### src/rtl/core/vmht_pkg.sv
// Shared types and codes for the value multiplicity hash table.
package vmht_pkg;

    typedef enum logic [2:0] {
        OUT_UNIQUE    = 3'd0,
        OUT_BECAME    = 3'd1,
        OUT_REPEAT    = 3'd2,
        OUT_FULL      = 3'd3,
        OUT_CLEARED   = 3'd4
    } outcome_t;

    typedef struct packed {
        logic        kind;
        logic [31:0] item_value;
        logic [15:0] item_id;
    } item_t;

    typedef struct packed {
        logic [2:0]  outcome;
        logic [7:0]  bucket_index;
        logic [15:0] partner_id;
        logic [15:0] multiplicity;
        logic [31:0] bucket_sum;
        logic [31:0] grand_sum;
    } result_t;

    localparam logic KIND_ENTER = 1'b0;
    localparam logic KIND_CLEAR = 1'b1;
    localparam logic [15:0] COUNT_MAX = 16'hFFFF;

    // Controller to datapath commands
    typedef struct packed {
        logic load;       // capture item, start modulo
        logic mod_step;   // one restoring-division step
        logic clr_step;   // clear one bucket
        logic rd;         // issue slot/bucket read
        logic scan;       // evaluate read slot
        logic commit;     // write back and build result
        logic clr_done;   // build cleared result
    } cmd_t;

    typedef struct packed {
        logic is_clear;
        logic mod_last;
        logic scan_last;
        logic clr_last;
    } stat_t;

endpackage

### src/rtl/core/vmht_ctrl.sv
// Sequencing state machine for the hash table.
module vmht_ctrl (
    input  logic              clk,
    input  logic              rst_n,
    input  logic              start,
    output logic              busy,
    input  vmht_pkg::stat_t   stat,
    output vmht_pkg::cmd_t    cmd
);

    typedef enum logic [6:0] {
        ST_IDLE  = 7'b0000001,
        ST_MOD   = 7'b0000010,
        ST_RD    = 7'b0000100,
        ST_SCAN  = 7'b0001000,
        ST_WB    = 7'b0010000,
        ST_CLR   = 7'b0100000,
        ST_DONE  = 7'b1000000
    } state_t;

    state_t state_reg, state_next;

    always_ff @(posedge clk or negedge rst_n)
    begin
        if (!rst_n)
            state_reg <= ST_IDLE;
        else
            state_reg <= state_next;
    end

    always_comb
    begin
        state_next = state_reg;
        cmd = '0;
        case (state_reg)
            ST_IDLE:
            begin
                if (start)
                begin
                    cmd.load = 1'b1;
                    state_next = ST_MOD;
                end
            end
            ST_MOD:
            begin
                if (stat.is_clear)
                    state_next = ST_CLR;
                else
                begin
                    cmd.mod_step = 1'b1;
                    if (stat.mod_last)
                        state_next = ST_RD;
                end
            end
            ST_RD:
            begin
                cmd.rd = 1'b1;
                state_next = ST_SCAN;
            end
            ST_SCAN:
            begin
                cmd.scan = 1'b1;
                state_next = stat.scan_last ? ST_WB : ST_RD;
            end
            ST_WB:
            begin
                cmd.commit = 1'b1;
                state_next = ST_IDLE;
            end
            ST_CLR:
            begin
                cmd.clr_step = 1'b1;
                if (stat.clr_last)
                    state_next = ST_DONE;
            end
            ST_DONE:
            begin
                cmd.clr_done = 1'b1;
                state_next = ST_IDLE;
            end
            default:
                state_next = ST_IDLE;
        endcase
    end

    assign busy = (state_reg != ST_IDLE);

    a_onehot: assert property (@(posedge clk) disable iff (!rst_n) $onehot(state_reg))
        else $error("state not one-hot");
    a_start_leaves_idle: assert property (@(posedge clk) disable iff (!rst_n)
        (state_reg == ST_IDLE && start) |=> state_reg == ST_MOD)
        else $error("start not taken");
    a_wb_returns: assert property (@(posedge clk) disable iff (!rst_n)
        state_reg == ST_WB |=> state_reg == ST_IDLE)
        else $error("write-back not final");

endmodule

### config.mk
export PLATFORM = sky130hd
export DESIGN_NAME = vmht_ctrl
export DESIGN_NICKNAME = d
export VERILOG_FILES = /design/src/rtl/core/vmht_pkg.sv /design/src/rtl/core/vmht_ctrl.sv
export SDC_FILE = /design/constraint.sdc
export NUM_CORES = 1
export LEC_CHECK = 0
export BUFFER_PORTS_ARGS = -buffer_cell sky130_fd_sc_hd__buf_2
export CORE_AREA = 8 8 45 47
export CTS_CLUSTER_DIAMETER = 200
export DETAILED_ROUTE_END_ITERATION = 12
export DIE_AREA = 0 0 53 55
export PLACE_DENSITY_LB_ADDON = 0.2
export SLEW_MARGIN = 20
export SYNTH_ARGS = -nofsm -noshare
export SYNTH_HDL_FRONTEND = slang
export SYNTH_SLANG_ARGS = --single-unit
### constraint.sdc
create_clock -name clk -period 2.05 [get_ports clk]
set_input_delay 0.41 -clock clk [delete_from_list [all_inputs] [get_ports clk]]
set_output_delay 0.41 -clock clk [all_outputs]
set_load 0.02 [all_outputs]
==> PnR_summary.wiki, run 1 <==
{| class="wikitable"
! Metric !! Value
|-
| Hold_ws || 0.318 ns
|-
| Overall fraction of global-route tracks in use || 9.33%
|-
| Final GP Congestion || 0.824
|-
| Bufs and invs on worst path || 1
|-
| Count of placed standard cells in the final layout, fillers left out || 80
|-
| Largest stage delay, worst path || 0.43 ns
|-
| Cells after Synth || 45
|-
| Clock tree root buffer cell || sky130_fd_sc_hd__clkbuf_4
|-
| Area of the core region || 1380 µm²
|-
| First-pass GRT wire length || 1920 µm
|-
| Residual DRC count || 0
|-
| Required time reported for the critical path endpoint || 1.64 ns
|-
| Max Clock Skew || 0.00413 ns
|-
| Worst Path Max Fanout || 5
|-
| Share of total power in sequential cells || 34.5%
|-
| Fraction of the core area covered by cells at the end of the flow || 42.4%
|-
| Type of element capturing the critical path || primary output
|-
| Share of Yosys cell area claimed by the top area cell type || 33.3%
|-
| Clock buffers created by TritonCTS || 3
|-
| Max-slew violation count || 0
|-
| Reported leakage power || 0.295 nW
|-
| Number of buffers between clock root and the deepest sink || 2
|-
| Minimum setup slack in the final design || 0.0663 ns
|-
| Total number of vias || 413
|-
| Switching Power || 0.000279 W
|-
| Clock Power Share || 19.2%
|-
| Category of the most critical setup path || register to primary output
|-
| Synth async-reset ratio || 100%
|-
| Cell internal power dissipation || 0.000396 W
|-
| Kind of cell with the highest combined delay on the critical path || simple AND/OR/NAND/NOR gates
|-
| Power share of the combinational group || 46.3%
|-
| Count leader, synth || sky130_fd_sc_hd__nor2_1
|-
| Clock sink count || 7
|-
| IR Drop Worst-Case VDD || 0.540 mV
|-
| Final Hold Fails || 0
|-
| Final setup violation count || 0
|-
| Cell row count || 14
|-
| Post-Place Cells || 74
|-
| DR vias/cell || 5.16
|-
| Number of synthesis warnings || 0
|-
| Count of maximum capacitance violations || 0
|-
| Share of synthesized area occupied by flip-flops and latches || 39.2%
|-
| Antenna violations before repair || 0
|-
| Detail-routed net length per standard cell || 13.8 µm
|-
| Vias in the first global route || 459
|-
| Critical-path cell with the highest stage delay || sky130_fd_sc_hd__dfrtp_1
|-
| Detailed-router iteration count before antenna repair || 4
|-
| Power density over the cells || 1150 nW/µm²
|-
| Clock-pin slew of the registers on the worst-case setup and hold paths || 0.05 ns
|-
| Data arrival time of the critical path || 1.57 ns
|-
| Crit start category || register
|-
| Unrepaired setup endpoints after global routing || yes
|-
| Area of the die || 2920 µm²
|-
| Maximum number of pins on one net before global-route repair || 9
|-
| Area overhead of the layout relative to synthesis || 30.3%
|-
| Cell area after synthesis || 450 µm²
|-
| Distinct cell type count after synthesis || 24
|-
| Most instantiated cells after synthesis || sky130_fd_sc_hd__nor2_1, sky130_fd_sc_hd__dfrtp_1, sky130_fd_sc_hd__and3_2
|-
| Number of H-tree levels || 1
|-
| Die span in x || 53 µm
|-
| Total wire length || 1100 µm
|-
| Max-Slew Margin vs Limit || 73.6%
|-
| Top flip-flop cell by instance count after synthesis || sky130_fd_sc_hd__dfrtp_1
|-
| Diodes inserted || 0
|-
| Library cell with the largest summed area after synthesis || sky130_fd_sc_hd__dfrtp_1
|-
| Post-Syn Nets || 52
|-
| Number of nets in the finished design || 72
|-
| Number of routed nets with antenna violations || 0
|-
| Minimum clock period after layout || 1.98 ns
|-
| Least-Margin Pin Slew || 0.393 ns
|-
| Clock latency reported for the late side of the worst-skew pair || 0.26 ns
|-
| Kind of path behind the tightest hold check || input port to register
|-
| FMAX || 504 MHz
|-
| CTS tree || built
|-
| Height of the die || 55 µm
|-
| Post-synthesis register bit count || 7
|-
| I/O Pins || 15
|-
| Post-Synthesis Mean Instance Area || 10.0 µm²
|-
| Number of synthesized flops with an enable pin || 0
|-
| HPWL after detailed placement || 868 µm
|-
| Number of port buffers || 14
|-
| Flip-flop count of the largest register, all copies and words added || 7
|-
| Result of the run || finished, final reports clean
|-
| Crit path cell chain || or2_2 -> nor4_4 -> buf_4
|-
| Proportion of total power due to net switching || 41.3%
|-
| DRC violation total after the first TritonRoute iteration || 8
|-
| Crit share post-route || 96.8%
|-
| Worst setup slack before clock tree synthesis || 0.204 ns
|-
| Share of cells above drive strength 1 || 48.4%
|-
| Residual overflow from global routing || 0
|-
| Biggest area contributors in the synthesized netlist || sky130_fd_sc_hd__dfrtp_1, sky130_fd_sc_hd__and3_2, sky130_fd_sc_hd__dfstp_2, sky130_fd_sc_hd__nor2_1, sky130_fd_sc_hd__nor4_4
|-
| Starting utilization of the core area || 32.5%
|}
## per-stage QoR
step | instance area (µm²) | total power [W] | TNS [ns]
final | 587 | 0.000675 | 0
after global routing | 587 | 0.000735 | -0.0340
after CTS | 574 | 0.000673 | 0
after detailed placement | 529 | 0.000526 | 0
after global placement | 529 | 0.000530 | 0
after floorplan | 450 | 0.000447 | 0
## final cells by class
class	count	area [µm²]
fill	148	797
tap	16	20.0
sequential	7	176
clock buffer	4	26.3
inverter	3	11.3
multi-input combinational	34	263
timing repair buffer	16	90.1
## cells by family after synthesis
family / share of synthesized area [%]
simple gates: 41.4
flops: 39.2
compound gates: 10.6
buf+inv: 5.00
xor+xnor: 3.89
## timing repair
item | in CTS | in global routing
resized for setup | 2 | 1
hold buffers | 1 | 0
endpoints found under the hold margin | 6 | 0
buffers inserted | 0 | 1
endpoints found under the setup margin | 4 | 5
pin swaps | 0 | 1
## power groups by stage
stage	Combinational, W	Clock [W]	Sequential (W)
floorplan	0.000232	0	0.000215
global placement	0.000301	0	0.000228
CTS	0.000307	0.000135	0.000231
detailed placement	0.000297	0	0.000230
global route	0.000348	0.000148	0.000240
finish	0.000312	0.000130	0.000233
## routing by layer
layer	track usage, %	wire (µm)
met2	14.8	517
met4	5.17	17
met1	9.54	478
met3	5.35	92
met5	0	0
## cell usage in the layout, fill, tap and decap left out, types with 2 or more instances in the layout
master                     count
sky130_fd_sc_hd__nor2_1        7
sky130_fd_sc_hd__clkbuf_4      3
sky130_fd_sc_hd__xnor2_1       2
sky130_fd_sc_hd__dfrtp_1       6
sky130_fd_sc_hd__and3_2        4
sky130_fd_sc_hd__and4b_1       2
sky130_fd_sc_hd__nor3_1        2
sky130_fd_sc_hd__inv_1         3
sky130_fd_sc_hd__buf_4         2
sky130_fd_sc_hd__buf_2        13
sky130_fd_sc_hd__nor3b_1       2
## path summary, 6_finish.rpt
check | startpoint | end | slack (ns) | cells past startpoint
setup reg to reg | state_reg[4] | state_reg[1] | 0.61 | 4
max in group asynchronous | rst_n | state_reg[0] | 1.30 | 2
setup / recovery | state_reg[4] | cmd[5] | 0.07 | 3
min in group asynchronous | rst_n | state_reg[5] | 0.51 | 2
hold / removal | start | state_reg[0] | 0.32 | 2
hold reg to reg | state_reg[5] | state_reg[2] | 0.65 | 3
No activity file was read; power rests on OpenSTA's default activity.
==> run 2: changes to the inputs <==
--- a/config.mk
+++ b/config.mk
@@ -11,4 +11,5 @@
 export DETAILED_ROUTE_END_ITERATION = 12
 export DIE_AREA = 0 0 53 55
+export HOLD_SLACK_MARGIN = 0.02
 export PLACE_DENSITY_LB_ADDON = 0.2
 export SLEW_MARGIN = 20
==> constraint.sdc (replaced) <==
create_clock -name clk -period 2.05 [get_ports clk]
set_input_delay 0.205 -clock clk [delete_from_list [all_inputs] [get_ports clk]]
set_output_delay 0.205 -clock clk [all_outputs]
set_load 0.02 [all_outputs]
==> PnR_summary.wiki, run 2 (synthesized netlist as in run 1, its figures left out) <==
{| class="wikitable"
! Metric !! Value
|-
| Count of buffers added by post-CTS timing repair for setup || 0 (unchanged)
|-
| Logic depth of the worst register-to-register path || 3 (-1)
|-
| Overall fraction of global-route tracks in use || 9.28% (-0.055 points)
|-
| Max Clock Skew || 0.00439 ns (+0.000257 ns)
|-
| Diodes inserted || 0 (unchanged)
|-
| Share of total power in sequential cells || 35.0% (+0.5 points)
|-
| Number of nets in the finished design || 71 (-1.4%)
|-
| IR Drop Worst-Case VDD || 0.495 mV (-8.3%)
|-
| Leading cell type in the layout, fill and taps excluded || sky130_fd_sc_hd__buf_2
|-
| Switching Power || 0.000271 W (-2.9%)
|-
| Area of the core region || 1380 µm² (unchanged)
|-
| Reported leakage power || 0.288 nW (-2.3%)
|-
| Detailed-router iteration count before antenna repair || 4 (unchanged)
|-
| I/O Pins || 15 (unchanged)
|-
| Total number of vias || 412 (-0.24%)
|-
| Setup_tns || 0 ns (unchanged)
|-
| CTS tree || built
|-
| Starting utilization of the core area || 32.5% (unchanged)
|-
| Finished Cell Area || 566 µm² (-3.6%)
|-
| Power density over the cells || 1160 nW/µm² (+0.46%)
|-
| Die span in x || 53 µm (unchanged)
|-
| Number of buffers between clock root and the deepest sink || 2 (unchanged)
|-
| Category of the most critical setup path || register to primary output
|-
| Clock tree root buffer cell || sky130_fd_sc_hd__clkbuf_4
|-
| Detail-routed net length per standard cell || 13.5 µm (-1.9%)
|-
| FMAX || 523 MHz (+3.7%)
|-
| Bufs and invs on worst path || 1 (unchanged)
|-
| Count of maximum capacitance violations || 0 (unchanged)
|-
| Worst Path Max Fanout || 7 (+2)
|-
| Final Hold Fails || 0 (unchanged)
|-
| HPWL after detailed placement || 868 µm (unchanged)
|-
| Flip-flop count of the largest register, all copies and words added || 7 (unchanged)
|-
| Clock-pin slew of the registers on the worst-case setup and hold paths || 0.05 ns (about the same)
|-
| Number of port buffers || 14 (unchanged)
|-
| Cell row count || 14 (unchanged)
|-
| Final GP Congestion || 0.824 (unchanged)
|-
| Placed cell area || 529 µm² (unchanged)
|-
| First-pass GRT wire length || 1900 µm (-1.1%)
|-
| Clock sink count || 7 (unchanged)
|-
| Final setup violation count || 0 (unchanged)
|-
| Residual DRC count || 0 (unchanged)
|-
| DRC violation total after the first TritonRoute iteration || 8 (unchanged)
|-
| Data arrival time of the critical path || 1.71 ns (+0.14 ns)
|-
| Minimum clock period after layout || 1.91 ns (-0.0705 ns)
|-
| Multi-input logic area || 251 µm² (-4.3%)
|-
| Crit start category || register
|-
| Area of all sequential standard cells || 176 µm² (unchanged)
|-
| Total wire length || 1070 µm (-3.2%)
|-
| Crit path cell chain || nor4_1 -> and3_2 -> buf_2
|-
| DR vias/cell || 5.22 (+1.0%)
|-
| Cell internal power dissipation || 0.000383 W (-3.3%)
|-
| Max-Slew Margin vs Limit || 60.7% (-13 points)
|-
| Largest stage delay, worst path || 0.56 ns (+0.13 ns)
|-
| Number of routed nets with antenna violations || 0 (unchanged)
|-
| Unrepaired setup endpoints after global routing || no
|-
| Clock buffers created by TritonCTS || 3 (unchanged)
|-
| Max-slew violation count || 0 (unchanged)
|-
| Area overhead of the layout relative to synthesis || 25.6%
|-
| Power share of the combinational group || 45.3% (-1.0 points)
|-
| Type of element capturing the critical path || primary output
|-
| Antenna violations before repair || 0 (unchanged)
|-
| Proportion of total power due to net switching || 41.4% (+0.10 points)
|-
| Crit share post-route || 93.3% (-3.4 points)
|-
| Required time reported for the critical path endpoint || 1.85 ns (+0.21 ns)
|-
| Number of H-tree levels || 1 (unchanged)
|-
| Residual overflow from global routing || 0 (unchanged)
|-
| Result of the run || finished, final reports clean
|-
| Clock Power Share || 19.8% (+0.6 points)
|-
| Height of the die || 55 µm (unchanged)
|-
| Stages on the worst setup path || 3 (unchanged)
|-
| Fill count || 146 (-1.4%)
|-
| Kind of path behind the tightest hold check || input port to register
|-
| Setup slack, reg-to-reg || 0.56 ns (-0.05 ns)
|-
| Critical-path cell with the highest stage delay || sky130_fd_sc_hd__nor4_1
|-
| Area of the die || 2920 µm² (unchanged)
|-
| Clock latency reported for the late side of the worst-skew pair || 0.26 ns (about the same)
|-
| Kind of cell with the highest combined delay on the critical path || simple AND/OR/NAND/NOR gates
|-
| Min-Delay Path Depth || 2 (unchanged)
|-
| Vias in the first global route || 458 (-0.22%)
|-
| Share of cells above drive strength 1 || 44.4% (-4.0 points)
|-
| Maximum number of pins on one net before global-route repair || 9 (unchanged)
|-
| Commonest cells after routing, fill and taps aside || sky130_fd_sc_hd__buf_2, sky130_fd_sc_hd__nor2_1, sky130_fd_sc_hd__dfrtp_1
|-
| Least-Margin Pin Slew || 0.584 ns (+0.191 ns)
|}
==> run 2: cell types whose count changed in the layout (fill, tap and decap cells not counted), sizes merged <==
| cell | previous run | this run |
|---|---|---|
| buf | 15 | 14 |
==> run 2: cell type report <==
cell class,instances,area share [%]
Sequential cell,7,31.2
Timing Repair Buffer,15,14.2
Inverter,3,1.99
Clock buffer,4,4.65
Multi-Input combinational cell,34,44.5
Tap cell,16,3.54
==> run 2: path summary, 6_finish.rpt <==
| check | start | endpoint |
|---|---|---|
| setup / recovery | state_reg[1] | cmd[2] |
| hold / removal | start | state_reg[0] |
| setup reg to reg | state_reg[1] | state_reg[0] |
| hold reg to reg | state_reg[5] | state_reg[2] |
| max in group asynchronous | rst_n | state_reg[0] |
| min in group asynchronous | rst_n | state_reg[5] |
==> run 2: power groups by stage <==
| stage | registers [W] | logic (W) | clock network [W] |
|---|---|---|---|
| 3_3_place_gp | 0.000228 | 0.000301 | 0 |
| 5_1_grt | 0.000235 | 0.000332 | 0.000148 |
| 3_5_place_dp | 0.000230 | 0.000297 | 0 |
| 2_1_floorplan | 0.000215 | 0.000232 | 0 |
| 4_1_cts | 0.000227 | 0.000300 | 0.000135 |
| 6_report | 0.000229 | 0.000296 | 0.000129 |
==> run 2: metal layers <==
metal  vias up  track usage [%]  wire, µm
met5         -                0         0
met4         0             5.17        16
met3         4             5.35        86
met2        17             14.8       515
met1       192             9.38       450
li1        199                -         -
==> run 2: timing repair <==
item | CTS | global route
gates resized for setup | 0 | 0
hold endpoints to repair | 7 | 0
hold buffers | 1 | 0
==> run 2: per-stage QoR <==
step / setup slack (ns) / utilization [%] / total power, W / hold slack, ns / instances
3_3_place_gp: 0.339 / 38.2 / 0.000530 / 0.0508 / 74
6_report: 0.137 / 40.9 / 0.000654 / 0.113 / 79
5_1_grt: 0.0178 / 40.9 / 0.000714 / 0.109 / 79
2_1_floorplan: 0.417 / - / 0.000447 / -0.0906 / 45
3_5_place_dp: 0.409 / 38.2 / 0.000526 / 0.0499 / 74
4_1_cts: 0.121 / 40.9 / 0.000661 / 0.106 / 79
==> run 3: changes to the inputs <==
CORE_AREA = 2 2 39 41   (was 8 8 45 47)
DIE_AREA = 0 0 41 43   (was 0 0 53 55)
==> PnR_summary.wiki, run 3 (synthesized netlist as in run 1, its figures left out) <==
{| class="wikitable"
! Metric !! Value
|-
| Count of maximum capacitance violations || 0 (unchanged)
|-
| Vias in the first global route || 393 (-14%)
|-
| Type of element capturing the critical path || primary output
|-
| Number of cells upsized or downsized after cts || 0 (unchanged)
|-
| Post-Place Cells || 74 (unchanged)
|-
| Leading cell type in the layout, fill and taps excluded || sky130_fd_sc_hd__buf_2
|-
| Required time reported for the critical path endpoint || 1.85 ns (about the same)
|-
| Fill count || 142 (-2.7%)
|-
| Cell internal power dissipation || 0.000383 W (about the same)
|-
| DR vias/cell || 5.41 (+3.6%)
|-
| Area of the die || 1760 µm² (-40%)
|-
| Crit start category || register
|-
| Final setup violation count || 0 (unchanged)
|-
| Diodes inserted || 0 (unchanged)
|-
| Maximum number of pins on one net before global-route repair || 9 (unchanged)
|-
| Die span in x || 41 µm (-23%)
|-
| Height of the die || 43 µm (-22%)
|-
| Max-slew violation count || 0 (unchanged)
|-
| Hold_ws || 0.117 ns (+0.00387 ns)
|-
| Starting utilization of the core area || 32.5% (unchanged)
|-
| Number of H-tree levels || 1 (unchanged)
|-
| Overall fraction of global-route tracks in use || 14.9% (+5.6 points)
|-
| Multi-input logic area || 251 µm² (unchanged)
|-
| Data arrival time of the critical path || 1.67 ns (-0.04 ns)
|-
| Clock tree root buffer cell || sky130_fd_sc_hd__clkbuf_4
|-
| Power density over the cells || 1140 nW/µm² (-0.96%)
|-
| Overall power || 0.000647 W (-0.96%)
|-
| I/O Pins || 15 (unchanged)
|-
| Count of placed standard cells in the final layout, fillers left out || 79 (unchanged)
|-
| Logic depth of the worst register-to-register path || 3 (unchanged)
|-
| Clock Power Share || 19.5% (-0.3 points)
|-
| Power share of the combinational group || 45.0% (-0.3 points)
|-
| Antenna violations before repair || 0 (unchanged)
|-
| Category of the most critical setup path || register to primary output
|-
| Proportion of total power due to net switching || 40.9% (-0.54 points)
|-
| Final GP Congestion || 0.827 (+0.44%)
|-
| Count of buffers added by post-CTS timing repair for setup || 0 (unchanged)
|-
| Share of cells above drive strength 1 || 44.4% (unchanged)
|-
| Clock latency reported for the late side of the worst-skew pair || 0.25 ns (about the same)
|-
| Area of all sequential standard cells || 176 µm² (unchanged)
|-
| Result of the run || finished, final reports clean
|-
| Clock-pin slew of the registers on the worst-case setup and hold paths || 0.06 ns (about the same)
|-
| Fraction of the core area covered by cells at the end of the flow || 40.9% (unchanged)
|-
| Peak-usage layer in the global routing report || met1
|-
| Max Clock Skew || 0.00503 ns (+0.000643 ns)
|-
| Kind of path behind the tightest hold check || input port to register
|-
| Routing usage on met3 || 9.42% (+4.1 points)
|-
| Area overhead of the layout relative to synthesis || 25.6% (unchanged)
|-
| Final Hold Fails || 0 (unchanged)
|-
| Number of nets in the finished design || 71 (unchanged)
|-
| DRC violation total after the first TritonRoute iteration || 4 (-4)
|-
| Min-Delay Path Depth || 2 (unchanged)
|-
| Met1 Use GR || 20.4% (+11 points)
|-
| Met2 layer usage reported by global route || 20.0% (+5.2 points)
|-
| Number of buffers between clock root and the deepest sink || 2 (unchanged)
|-
| First-pass GRT wire length || 1750 µm (-7.6%)
|-
| Commonest cells after routing, fill and taps aside || sky130_fd_sc_hd__buf_2, sky130_fd_sc_hd__nor2_1, sky130_fd_sc_hd__dfrtp_1
|-
| CTS tree || built
|-
| Reported leakage power || 0.288 nW (unchanged)
|-
| Worst Path Max Fanout || 6 (-1)
|-
| Setup_tns || 0 ns (unchanged)
|-
| FMAX || 533 MHz (+2.0%)
|-
| Unrepaired setup endpoints after global routing || no
|-
| Clock buffers created by TritonCTS || 3 (unchanged)
|-
| Hold buffer count at cts || 1 (unchanged)
|-
| Flip-flop count of the largest register, all copies and words added || 7 (unchanged)
|-
| Area of the core region || 1380 µm² (unchanged)
|-
| Total wire length || 1010 µm (-5.1%)
|-
| Crit share post-route || 91.5% (-1.8 points)
|-
| Least-Margin Pin Slew || 0.557 ns (-0.0270 ns)
|-
| Cell row count || 14 (unchanged)
|-
| Detailed-router iteration count before antenna repair || 4 (unchanged)
|-
| Minimum clock period after layout || 1.88 ns (-0.0378 ns)
|-
| Number of port buffers || 14 (unchanged)
|-
| Detail-routed net length per standard cell || 12.8 µm (-5.1%)
|-
| Max-Slew Margin vs Limit || 62.5% (+1.8 points)
|-
| Residual DRC count || 0 (unchanged)
|-
| Residual overflow from global routing || 0 (unchanged)
|-
| Number of routed nets with antenna violations || 0 (unchanged)
|-
| Share of total power in sequential cells || 35.5% (+0.5 points)
|-
| Total number of vias || 427 (+3.6%)
|-
| Clock sink count || 7 (unchanged)
|-
| HPWL after detailed placement || 752 µm (-13%)
|-
| Switching Power || 0.000265 W (-2.3%)
|-
| IR Drop Worst-Case VDD || 0.608 mV (+23%)
|}
==> run 3: cell counts in the layout (fill, tap and decap cells not counted) <==
Identical to the previous run, type by type.
==> run 3: layer usage <==
layer  up-vias  share of wire, %
met5         -                 0
met4         0                 0
met3         0               9.2
met2        24                44
met1       202                47
li1        201                 -
==> run 3: final cells by class <==
class	count	share of cell area, %
timing repair buffer	15	14.2
clock buffer	4	4.65
tap	16	3.54
sequential	7	31.2
inverter	3	1.99
multi-input combinational	34	44.5
==> run 3: worst max-delay path: stages, from the launching register on <==
cell                      delay, ns
sky130_fd_sc_hd__dfrtp_1       0.44
sky130_fd_sc_hd__or3_4         0.44
sky130_fd_sc_hd__nor4_4        0.31
sky130_fd_sc_hd__buf_2         0.23
==> run 3: worst paths after layout <==
path                         startpoint           end  slack, ns
setup / recovery           state_reg[6]        cmd[5]       0.17
hold / removal                    start  state_reg[0]       0.12
setup reg to reg           state_reg[1]  state_reg[0]       0.58
hold reg to reg            state_reg[5]  state_reg[2]       0.64
max in group asynchronous         rst_n  state_reg[0]       1.49
min in group asynchronous         rst_n  state_reg[5]       0.32
==> run 3: stage by stage <==
| step | setup WS [ns] | area [µm²] |
|---|---|---|
| 2_1_floorplan | 0.417 | 450 |
| 3_3_place_gp | 0.458 | 529 |
| 3_5_place_dp | 0.453 | 529 |
| 4_1_cts | 0.160 | 566 |
| 5_1_grt | 0.0381 | 566 |
| 6_report | 0.175 | 566 |
==> run 3: power by group through the flow <==
stage               registers, W  clock network, W  logic (W)
global placement        0.000230                 0   0.000297
global route            0.000235          0.000140   0.000326
CTS                     0.000227          0.000133   0.000296
detailed placement      0.000229                 0   0.000293
finish                  0.000230          0.000126   0.000291
floorplan               0.000215                 0   0.000232
